===== src/dsfe_pkg.sv =====
package dsfe_pkg;

    localparam logic [7:0] HEAD_BYTE = 8'h55;
    localparam logic [7:0] END_BYTE  = 8'hAA;
    localparam logic [7:0] DLE_BYTE  = 8'h10;

    // longest run of bytes one item can cause: header 3, stuffed data 2,
    // stuffed check 2, end 1
    localparam int RUN_MAX = 8;
    localparam int CNT_W   = 4;
    localparam int IDX_W   = 3;

    typedef logic [RUN_MAX-1:0][7:0] t_run_bytes;

    typedef struct packed {
        t_run_bytes       bytes;
        logic [CNT_W-1:0] count;
        logic             has_end;
    } t_run;

    function automatic logic needs_dle(input logic [7:0] b);
        return (b == HEAD_BYTE) || (b == END_BYTE) || (b == DLE_BYTE);
    endfunction

endpackage


===== src/dsfe_if.sv =====
interface dsfe_in_if;
    logic       valid;
    logic       ready;
    logic [7:0] payload_byte;
    logic       has_data;
    logic       first;
    logic       last;
    logic [7:0] frame_type;
    logic [7:0] payload_count;

    modport source (
        output valid, payload_byte, has_data, first, last, frame_type, payload_count,
        input  ready
    );
    modport sink (
        input  valid, payload_byte, has_data, first, last, frame_type, payload_count,
        output ready
    );
endinterface

interface dsfe_out_if;
    logic       valid;
    logic       ready;
    logic [7:0] out_byte;
    logic       run_last;
    logic       frame_end;

    modport source (
        output valid, out_byte, run_last, frame_end,
        input  ready
    );
    modport sink (
        input  valid, out_byte, run_last, frame_end,
        output ready
    );
endinterface


===== src/dsfe_framer.sv =====
module dsfe_framer
    import dsfe_pkg::*;
(
    input  logic         i_clk,
    input  logic         i_rst_n,
    dsfe_in_if.sink      i_in,
    output logic         o_run_valid,
    output t_run         o_run,
    input  logic         i_run_ready
);

    logic       r_in_frame;
    logic       n_in_frame;
    logic [7:0] r_check;
    logic [7:0] n_check;
    logic       r_run_valid;
    t_run       r_run;
    t_run       n_run;
    logic       accept;

    assign i_in.ready  = !r_run_valid || i_run_ready;
    assign accept      = i_in.valid && i_in.ready;
    assign o_run_valid = r_run_valid;
    assign o_run       = r_run;

    // Lay out the run of bytes for one item in emission order.
    always_comb begin
        logic [CNT_W-1:0] k;
        logic [7:0]       len;
        n_run      = '0;
        n_check    = r_check;
        n_in_frame = r_in_frame;
        k          = '0;
        len        = 8'(i_in.payload_count + 8'd1);

        if (i_in.first) begin
            n_run.bytes[k[IDX_W-1:0]] = HEAD_BYTE;
            k = k + CNT_W'(1);
            n_run.bytes[k[IDX_W-1:0]] = len;
            k = k + CNT_W'(1);
            n_run.bytes[k[IDX_W-1:0]] = i_in.frame_type;
            k = k + CNT_W'(1);
            n_check    = HEAD_BYTE ^ len ^ i_in.frame_type;
            n_in_frame = 1'b1;
        end

        if (n_in_frame) begin
            if (i_in.has_data) begin
                n_check = n_check ^ i_in.payload_byte;
                if (needs_dle(i_in.payload_byte)) begin
                    n_run.bytes[k[IDX_W-1:0]] = DLE_BYTE;
                    k = k + CNT_W'(1);
                end
                n_run.bytes[k[IDX_W-1:0]] = i_in.payload_byte;
                k = k + CNT_W'(1);
            end
            if (i_in.last) begin
                if (needs_dle(n_check)) begin
                    n_run.bytes[k[IDX_W-1:0]] = DLE_BYTE;
                    k = k + CNT_W'(1);
                end
                n_run.bytes[k[IDX_W-1:0]] = n_check;
                k = k + CNT_W'(1);
                n_run.bytes[k[IDX_W-1:0]] = END_BYTE;
                k = k + CNT_W'(1);
                n_run.has_end = 1'b1;
                n_in_frame    = 1'b0;
            end
        end

        n_run.count = k;
    end

    always_ff @(posedge i_clk) begin
        if (!i_rst_n) begin
            r_in_frame  <= 1'b0;
            r_check     <= '0;
            r_run_valid <= 1'b0;
        end else if (accept) begin
            r_in_frame  <= n_in_frame;
            r_check     <= n_check;
            // an item that causes no bytes leaves nothing to hand on
            r_run_valid <= (n_run.count != '0);
        end else if (i_run_ready) begin
            r_run_valid <= 1'b0;
        end
    end

    always_ff @(posedge i_clk) begin
        if (accept) begin
            r_run <= n_run;
        end
    end

endmodule


===== src/dsfe_serializer.sv =====
module dsfe_serializer
    import dsfe_pkg::*;
(
    input  logic         i_clk,
    input  logic         i_rst_n,
    input  logic         i_run_valid,
    input  t_run         i_run,
    output logic         o_run_ready,
    dsfe_out_if.source   o_out
);

    t_run_bytes       r_buf;
    logic [CNT_W-1:0] r_cnt;
    logic             r_end;
    logic             take;
    logic             load;
    logic             last_byte;

    assign last_byte   = (r_cnt == CNT_W'(1));
    assign take        = o_out.valid && o_out.ready;
    // take the next run while the last byte of this one leaves
    assign o_run_ready = (r_cnt == '0) || (last_byte && o_out.ready);
    assign load        = i_run_valid && o_run_ready;

    assign o_out.valid     = (r_cnt != '0);
    assign o_out.out_byte  = r_buf[0];
    assign o_out.run_last  = last_byte;
    assign o_out.frame_end = r_end && last_byte;

    always_ff @(posedge i_clk) begin
        if (!i_rst_n) begin
            r_cnt <= '0;
        end else if (load) begin
            r_cnt <= i_run.count;
        end else if (take) begin
            r_cnt <= r_cnt - CNT_W'(1);
        end
    end

    always_ff @(posedge i_clk) begin
        if (load) begin
            r_buf <= i_run.bytes;
            r_end <= i_run.has_end;
        end else if (take) begin
            r_buf <= r_buf >> 8;
        end
    end

endmodule


===== src/dle_stuffed_frame_encoder.sv =====
// Byte-stuffed frame encoder with an XOR check byte. Each accepted item is
// turned into a registered run of zero to eight output bytes (header on the
// first item, the payload byte with a leading 0x10 when it collides with a
// control byte, and the stuffed check byte plus 0xAA on the last item), which
// a shift-register serializer sends out one byte per cycle while the output
// is ready. An item occupies the output for as many bytes as it causes: one
// or two for a plain payload byte, up to eight for a one-item frame; items
// that cause no bytes send nothing on. The run register and the serializer
// overlap: the next item is taken as the last byte of a run leaves, and the
// output stays busy every cycle under load of byte-causing items. run_last
// marks the final byte of each item's run, frame_end marks the closing 0xAA.
module dle_stuffed_frame_encoder
    import dsfe_pkg::*;
(
    input  logic        i_clk,
    input  logic        i_rst_n,
    dsfe_in_if.sink     i_in,
    dsfe_out_if.source  o_out
);

    logic run_valid;
    logic run_ready;
    t_run run;

    dsfe_framer u_framer (
        .i_clk       (i_clk),
        .i_rst_n     (i_rst_n),
        .i_in        (i_in),
        .o_run_valid (run_valid),
        .o_run       (run),
        .i_run_ready (run_ready)
    );

    dsfe_serializer u_serializer (
        .i_clk       (i_clk),
        .i_rst_n     (i_rst_n),
        .i_run_valid (run_valid),
        .i_run       (run),
        .o_run_ready (run_ready),
        .o_out       (o_out)
    );

endmodule


===== src/flat_wrapper.sv =====
// flat-port wrapper written by rule: the top's interface ports become plain ports
module dle_stuffed_frame_encoder_flat import dsfe_pkg::*;
  (i_clk, i_rst_n, i_in_valid, i_in_payload_byte, i_in_has_data, i_in_first, i_in_last, i_in_frame_type, i_in_payload_count, i_in_ready, o_out_valid, o_out_out_byte, o_out_run_last, o_out_frame_end, o_out_ready);
  dsfe_in_if i_in_i ();
  dsfe_out_if o_out_i ();
  input  logic i_clk;
  input  logic i_rst_n;
  input wire logic [$bits(i_in_i.valid)-1:0] i_in_valid;
  input wire logic [$bits(i_in_i.payload_byte)-1:0] i_in_payload_byte;
  input wire logic [$bits(i_in_i.has_data)-1:0] i_in_has_data;
  input wire logic [$bits(i_in_i.first)-1:0] i_in_first;
  input wire logic [$bits(i_in_i.last)-1:0] i_in_last;
  input wire logic [$bits(i_in_i.frame_type)-1:0] i_in_frame_type;
  input wire logic [$bits(i_in_i.payload_count)-1:0] i_in_payload_count;
  output wire logic [$bits(i_in_i.ready)-1:0] i_in_ready;
  output wire logic [$bits(o_out_i.valid)-1:0] o_out_valid;
  output wire logic [$bits(o_out_i.out_byte)-1:0] o_out_out_byte;
  output wire logic [$bits(o_out_i.run_last)-1:0] o_out_run_last;
  output wire logic [$bits(o_out_i.frame_end)-1:0] o_out_frame_end;
  input wire logic [$bits(o_out_i.ready)-1:0] o_out_ready;
  assign i_in_i.valid = i_in_valid;
  assign i_in_i.payload_byte = i_in_payload_byte;
  assign i_in_i.has_data = i_in_has_data;
  assign i_in_i.first = i_in_first;
  assign i_in_i.last = i_in_last;
  assign i_in_i.frame_type = i_in_frame_type;
  assign i_in_i.payload_count = i_in_payload_count;
  assign i_in_ready = i_in_i.ready;
  assign o_out_valid = o_out_i.valid;
  assign o_out_out_byte = o_out_i.out_byte;
  assign o_out_run_last = o_out_i.run_last;
  assign o_out_frame_end = o_out_i.frame_end;
  assign o_out_i.ready = o_out_ready;
  dle_stuffed_frame_encoder u_core (.i_clk(i_clk), .i_rst_n(i_rst_n), .i_in(i_in_i), .o_out(o_out_i));
endmodule

===== config.mk =====
export PLATFORM = sky130hd
export DESIGN_NAME = dle_stuffed_frame_encoder_flat
export DESIGN_NICKNAME = d
export VERILOG_FILES = /design/src/dsfe_pkg.sv /design/src/dsfe_if.sv /design/src/dsfe_framer.sv /design/src/dsfe_serializer.sv /design/src/dle_stuffed_frame_encoder.sv /design/src/flat_wrapper.sv
export SDC_FILE = /design/constraint.sdc
export NUM_CORES = 1
export LEC_CHECK = 0
export BUFFER_PORTS_ARGS = -buffer_cell sky130_fd_sc_hd__buf_4
export CAP_MARGIN = 40
export CORE_ASPECT_RATIO = 0.6
export CORE_UTILIZATION = 49
export DETAILED_ROUTE_END_ITERATION = 7
export GPL_TIMING_DRIVEN = 0
export PLACE_DENSITY = 0.66
export SYNTH_ARGS = -nofsm -noshare
export SYNTH_HDL_FRONTEND = slang
export SYNTH_SLANG_ARGS = --single-unit

===== constraint.sdc =====
create_clock -name i_clk -period 7 [get_ports i_clk]
set_input_delay 1.4 -clock i_clk [delete_from_list [all_inputs] [get_ports i_clk]]
set_output_delay 1.4 -clock i_clk [all_outputs]
set_load 0.02 [all_outputs]

**After elaboration in Yosys (flattened, before gate mapping)**

Index checks and enable logic that the tools add are counted.

- Multiplexer cells: 48
- $add $sub $neg: 7
- Eq/ne operators: 7
- Magnitude comparators: 10
- Bitwise gates (word level): 12
- Reduce and logical (&&, ||, !) cells: 22

Operators by type and width:

| cell | number |
|---|---|
| $mux W64 | 11 |
| $bwmux W64 | 2 |
| $demux W8 S3 | 5 |
| $not A56 Y56 | 2 |
| $mux W8 | 9 |
| $and A21 B56 Y56 | 1 |
| $and A56 B56 Y56 | 1 |
| $mux W24 | 2 |
| $mux W4 | 12 |
| $and A32 B32 Y32 | 1 |
| $not A32 Y32 | 1 |
| $or A32 B32 Y32 | 1 |
| $add A4 B1 Y4 const B | 5 |
| $lt A3 B4 Y1 const B | 5 |
| $eq A8 B5 Y1 const B | 2 |
| $eq A8 B7 Y1 const B | 2 |
| $eq A8 B8 Y1 const B | 2 |
| $xor A8 B8 Y8 | 2 |
| $ge A3 B1 Y1 const B | 5 |
| $logic_and A1 B1 Y1 | 10 |
| $add A8 B1 Y8 const B | 1 |
| $or A3 B8 Y8 | 1 |
| $or A8 B8 Y8 | 1 |
| $reduce_bool A4 Y1 | 2 |
| other kinds (9) | 20 |

- Output and inout port bits: 12
- Register bits: 148
- Logic and storage cells: 129

**Depth between registers and ports, before layout**

- Depth after elaboration: 22
- Gate-level depth with buffers: 23
- Gate-level depth less buffers: 20

**Hierarchy**

From an unflattened synthesis, not the netlist that was laid out.

- Cells, all modules: 864
- Area total of the unflattened synthesis: 9346.5 µm²

By module, submodules not included:

| module | cells each | seq. area each (µm²) | area an instance (µm²) | instances |
|---|---|---|---|---|
| dsfe_framer | 680 | 2272.2 | 6049.6 | 1 |
| dsfe_serializer | 184 | 2031.9 | 3296.9 | 1 |

**Worst setup path after synthesis**

OpenSTA, ideal clock, no wires.

- Path type: input to register
- From: input port i_in_payload_count[0]
- To: register u_core.u_framer.r_run, in the netlist u_core.u_framer.o_run[29] (data pin)
- Data arrival time: 5.249 ns
- Stages: 20
- Setup slack: 1.596 ns
- Data required time: 6.845 ns
- Path buffers: 2
- Cells stage by stage: ha_1 nand3_1 xnor2_1 mux2i_1 xor2_1 or4_1 o22ai_1 clkbuf_1 nand2_1 nand2_1 nand2_1 nand2_1 o21ai_0 ha_1 clkbuf_1 inv_1 and3_1 o21ai_0 nand3_1 o22ai_1

- Longest elaborated chain between the ends: 21

Ends and longest elaborated chain:

| element | line | RTL |
|---|---|---|
| start: declaration | flat_wrapper.sv:14 | `input wire logic [$bits(i_in_i.payload_count)-1:0] i_in_payload_count;` |
| $add A8 B1 Y8 (*) | dsfe_framer.sv:34 | `len = 8'(i_in.payload_count + 8'd1);` |
| $not A4 Y4 (no line) | - |  |
| $xor A8 B8 Y8 (*) | dsfe_framer.sv:43 | `n_check = HEAD_BYTE ^ len ^ i_in.frame_type;` |
| $mux W8 (*) | dsfe_framer.sv:36 | `if (i_in.first) begin` |
| $xor A8 B8 Y8 | dsfe_framer.sv:49 | `n_check = n_check ^ i_in.payload_byte;` |
| $mux W8 (*) | dsfe_framer.sv:48 | `if (i_in.has_data) begin` |
| $mux W8 (*) | dsfe_framer.sv:47 | `if (n_in_frame) begin` |
| $eq A8 B7 Y1 or $eq A8 B8 Y1 (tied branches) | dsfe_pkg.sv:22 | `return (b == HEAD_BYTE) \|\| (b == END_BYTE) \|\| (b == DLE_BYTE);` |
| [... 5 more ...] | - |  |
| $add A4 B1 Y4 | dsfe_framer.sv:63 | `k = k + CNT_W'(1);` |
| $lt A3 B4 Y1 (not written as such) or $ge A3 B1 Y1 (tied branches) | dsfe_framer.sv:64 | `n_run.bytes[k[IDX_W-1:0]] = END_BYTE;` |
| $logic_and A1 B1 Y1 (not written as such) | dsfe_framer.sv:64 |  |
| $mux W8 (not written as such) | dsfe_framer.sv:64 |  |
| $demux W8 S3 | dsfe_framer.sv:64 |  |
| $not A32 Y32 (no line) | - |  |
| $and A32 B32 Y32 (no line) (*) | - |  |
| $mux W64 (*) | dsfe_framer.sv:57 | `if (i_in.last) begin` |
| end signal: assignment | dsfe_framer.sv:91 | `r_run <= n_run;` |
| end: declaration | dsfe_framer.sv:17 | `t_run r_run;` |

Every way passes the cells marked *; elsewhere a longest branch is shown, timed or not. The select of a mux whose other input is x is not followed.
A chain may end at the register's enable or synchronous reset.

**Worst setup path after layout**

- From: input port i_in_first
- To: register u_core.u_framer.r_run, in the netlist u_core.u_framer.o_run[31] (data pin)

- Longest elaborated chain between the ends: 20

Ends and longest elaborated chain:

| element | line | RTL |
|---|---|---|
| start: declaration | flat_wrapper.sv:11 | `input wire logic [$bits(i_in_i.first)-1:0] i_in_first;` |
| $mux W2 | dsfe_framer.sv:36 |  |
| $add A4 B1 Y4, or another cell as far along | dsfe_framer.sv:52 | `k = k + CNT_W'(1);` |
| $mux W4 or $logic_and A1 B1 Y1 (tied branches) | dsfe_framer.sv:50, dsfe_framer.sv:51 |  |
| $mux W4 or $mux W8 (tied branches) | dsfe_framer.sv:48, dsfe_framer.sv:51 |  |
| $mux W4 or $demux W8 S3 (tied branches) | dsfe_framer.sv:47, dsfe_framer.sv:51 |  |
| $add A4 B1 Y4 or $not A56 Y56 (tied branches) | - |  |
| $mux W4 or $and A21 B56 Y56 (tied branches) | - |  |
| $mux W4 or $mux W64 (tied branches) | dsfe_framer.sv:47, dsfe_framer.sv:50 |  |
| [... 4 more ...] | - |  |
| $add A4 B1 Y4, or another cell as far along | dsfe_framer.sv:63 |  |
| $lt A3 B4 Y1 (not written as such), or another cell as far along | dsfe_framer.sv:64 |  |
| $logic_and A1 B1 Y1 (not written as such) or $mux W64 (tied branches) | dsfe_framer.sv:64, dsfe_framer.sv:58 |  |
| $mux W8 (not written as such) or $mux W64 (tied branches) | dsfe_framer.sv:64, dsfe_framer.sv:57 |  |
| $demux W8 S3 or $mux W64 (tied branches) | dsfe_framer.sv:64, dsfe_framer.sv:47 |  |
| $not A32 Y32 (no line) or $bwmux W64 (tied branches) | - |  |
| $and A32 B32 Y32 (no line) | - |  |
| $mux W64 | dsfe_framer.sv:57 |  |

Several ways; a longest one is shown, not always the timed one. The select of a mux whose other input is x is not followed.

==> impl_metrics.env <==
export IMPL_place_ws_ns=0.0140
export IMPL_dieArea_sq_mm=0.0178
export IMPL_fill_cells=1429
export IMPL_ys_warn_count=0
export IMPL_core_area_sq_mm=0.0165
export IMPL_wl_per_cell_microns=23.5
export IMPL_crit_fanout=10
export IMPL_grtUsageMet2_pct=43.2
export IMPL_syn_area_sq_mm=0.00845
export IMPL_hp_class="register to register"
export IMPL_slew_violations=0
export IMPL_clock_sinks=148
export IMPL_critPathSlowestCell="clkbuf_1"
export IMPL_synth_main_ff_cell="edfxtp_1"
export IMPL_setup_viol=0
export IMPL_busiest_layer="met1"
export IMPL_viasPerCell=6.11
export IMPL_clock_latency_ns=0.44
export IMPL_die_x_microns=172
export IMPL_async_flop_share_pct=0
export IMPL_cpPeakStageDelay_ns=0.55
export IMPL_worst_pin_slew_ns=0.940
export IMPL_rows=36
export IMPL_syn_area_per_cell_sq_um=9.32
export IMPL_syn2layout_area_growth_pct=15.0
export IMPL_pin_count=43
export IMPL_grt_pass1_vias=6890
export IMPL_place_congestion=1.01
export IMPL_worst_slack_ns=0.361
export IMPL_cts_buffer_depth=2
export IMPL_ys_top_cells_by_count="256 x nand2_1, 134 x edfxtp_1, 60 x nor2_1"
export IMPL_multi_input_area_sq_mm=0.00379
export IMPL_port_buffers=38
export IMPL_finalCritPeriodShare_pct=94.8
export IMPL_antenna_cells=0
export IMPL_finalClockSkew_ns=0.0266
export IMPL_nets=1012
export IMPL_yosysTopAreaCellShare_pct=47.6
export IMPL_grt_start_max_net_pins=48
export IMPL_fmax_mhz=151
export IMPL_p_leak_nw=3.71
export IMPL_grt_total_usage_pct=33.4
export IMPL_route_detailed_drc=0
export IMPL_whs_ns=0.417
export IMPL_rsz0062_at_grt="no"
export IMPL_cts_tree="built"
export IMPL_synth_area_leaders="edfxtp_1 48%, nand2_1 11%, dfxtp_1 3.3%"
export IMPL_total_power_mw=3.40
export IMPL_clock_tree_root_cell="clkbuf_16"
export IMPL_yosysUniqueCellTypes=65
export IMPL_dp_hpwl_mm=21.4
export IMPL_p_per_area_mw_per_mm2=350
export IMPL_critPathCaptureType="register"
export IMPL_globalRouteMet1Util_pct=49.4
export IMPL_ir_drop_uv=153
export IMPL_outcome="completed"
export IMPL_critPathRequiredTime_ns=7.26
export IMPL_critPathLaunchType="input port"
export IMPL_grt_remaining_overflow=0
export IMPL_period_needed_ns=6.64
export IMPL_maxCapViolations=0
export IMPL_initial_core_util_pct=51.1
export IMPL_cts_made_buffers=17
export IMPL_initialDrtViolationCount=1042
export IMPL_grt_pass1_wl_mm=42.6
export IMPL_drive_gt1_share_pct=11.3
export IMPL_register_area_sq_mm=0.00430
export IMPL_synthesis_nets=949
export IMPL_synth_cells=907
export IMPL_synth_area_leader_cell="edfxtp_1"
export IMPL_synth_most_common_cell="nand2_1"
export IMPL_fin_tns_setup_ns=0
export IMPL_first_pass_iters=6
export IMPL_h_tree_depth=4
export IMPL_crit_type="input port to register"
export IMPL_antenna_found_initial=2
export IMPL_arrival_ns=6.90
export IMPL_ant_nets=0
export IMPL_relSlewSlack_pct=36.9
export IMPL_clk_pin_slew_ns=0.08
export IMPL_grtUsageMet3_pct=14.5
export IMPL_wl_mm=28.5
export IMPL_finalHoldViolCount=0
export IMPL_crit_path_frequent_cell="nand2_1"
export IMPL_crit_chain="buf_4 > buf_2 > buf_2 > mux2i_1 > xnor2_1 > clkbuf_1 > nand4_1 > o22ai_1 > clkbuf_1 > nand2_1 > nand2_1 > nand2_1 > nand2_1 > o21ai_0 > ha_1 > clkbuf_1 > inv_1 > and3_1 > o21ai_0 > nand3_1 > o22ai_1"
export IMPL_fp_dieH_microns=104
export IMPL_ys_ff_latch=148
export IMPL_num_vias=7399
export IMPL_synth_edf_count=134
export IMPL_synth_yosys_seq_area_share_pct=50.9
==> metal layers <==
layer / wire [microns] / vias to the layer above / part of all wire, %
li1: - / 3403 / -
met1: 12900 / 3526 / 45
met2: 11200 / 424 / 39
met3: 3820 / 44 / 13
met4: 523 / 2 / 1.8
met5: 13 / - / 0.046
==> area by class of cell <==
cell class / count / share of cell area, %
Inverter: 17 / 0.669
Timing Repair Buffer: 44 / 3.73
Sequential cell: 148 / 44.3
Buffer: 66 / 3.06
Multi-Input combinational cell: 676 / 39.0
Clock inverter: 15 / 1.93
Clock buffer: 17 / 4.38
Tap cell: 228 / 2.93
==> worst paths after layout <==
check | start | slack [ns] | cells past startpoint | end
worst max register to register | u_core.u_framer.r_check[7] | 1.78 | 18 | u_core.u_framer.o_run[31]
worst min register to register | u_core.u_framer.o_run[0] | 0.42 | 0 | u_core.u_serializer.r_end
worst max-delay path | i_in_first | 0.36 | 21 | u_core.u_framer.o_run[31]
worst min-delay path | u_core.u_framer.o_run[0] | 0.42 | 0 | u_core.u_serializer.r_end
==> sequential cells by signal, summed over array words and instances (netlist names) <==
register                            count
u_core.u_framer.o_run_valid             1
u_core.u_serializer.o_out.out_byte      8
u_core.u_framer.o_run                  69
u_core.u_serializer.r_cnt               4
u_core.u_framer.r_in_frame              1
u_core.u_serializer.r_end               1
u_core.u_serializer.r_buf              56
u_core.u_framer.r_check                 8
==> timing repair <==
action,CTS,global route
gates resized for setup,0,1
setup endpoints to repair,0,5
setup buffers,0,0
hold buffers,0,0
==> cells in the final DEF, fill, tap and decap left out, types with 11 or more instances in the layout <==
cell type  Yosys  routed
a21oi_1       35      35
a31oi_1       13      13
and2_1        19      19
buf_4          9      51
clkbuf_1      43      43
clkbuf_16      0      17
dfxtp_1       14      14
edfxtp_1     134     134
ha_1          11      11
inv_1         15      14
nand2_1      256     256
nand3_1       23      23
nor2_1        60      60
o211ai_1      12      12
o21ai_0       22      22
o22ai_1       26      26
xnor2_1       21      21
xor2_1        13      13
==> logic make-up after synthesis <==
family / Yosys count / share of synthesized area, %
and+or+nand+nor: 424 / 22.0
AOI/OAI and AO/OA: 193 / 15.8
DFF: 148 / 50.9
buffers and inverters: 83 / 4.28
xor gates and xnor gates: 35 / 3.80
muxes: 13 / 1.64
adders and majority gates: 11 / 1.63
==> worst max-delay path: cells and delay by family <==
| kind | cells | cell delay, ns |
|---|---|---|
| and+or+nand+nor | 7 | 1.14 |
| adders and majority gates | 1 | 0.32 |
| AOI/OAI and AO/OA | 4 | 1.21 |
| buffers and inverters | 7 | 2.34 |
| xor gates and xnor gates | 1 | 0.16 |
| muxes | 1 | 0.31 |
==> metrics by stage <==
step	utilization (%)	instances	area (sq um)
global placement	54.6	1173	9020
floorplan	-	907	8450
CTS	58.8	1211	9720
global route	58.8	1211	9720
finish	58.8	1211	9720
detailed placement	55.1	1179	9100
==> power by group <==
part | switching [mW] | internal (mW) | total, mW
clock network | 0.442 | 0.484 | 0.926
logic | 0.682 | 0.329 | 1.01
registers | 0.0842 | 1.38 | 1.47
total | 1.21 | 2.19 | 3.40
(Power assumes the default switching activity.)
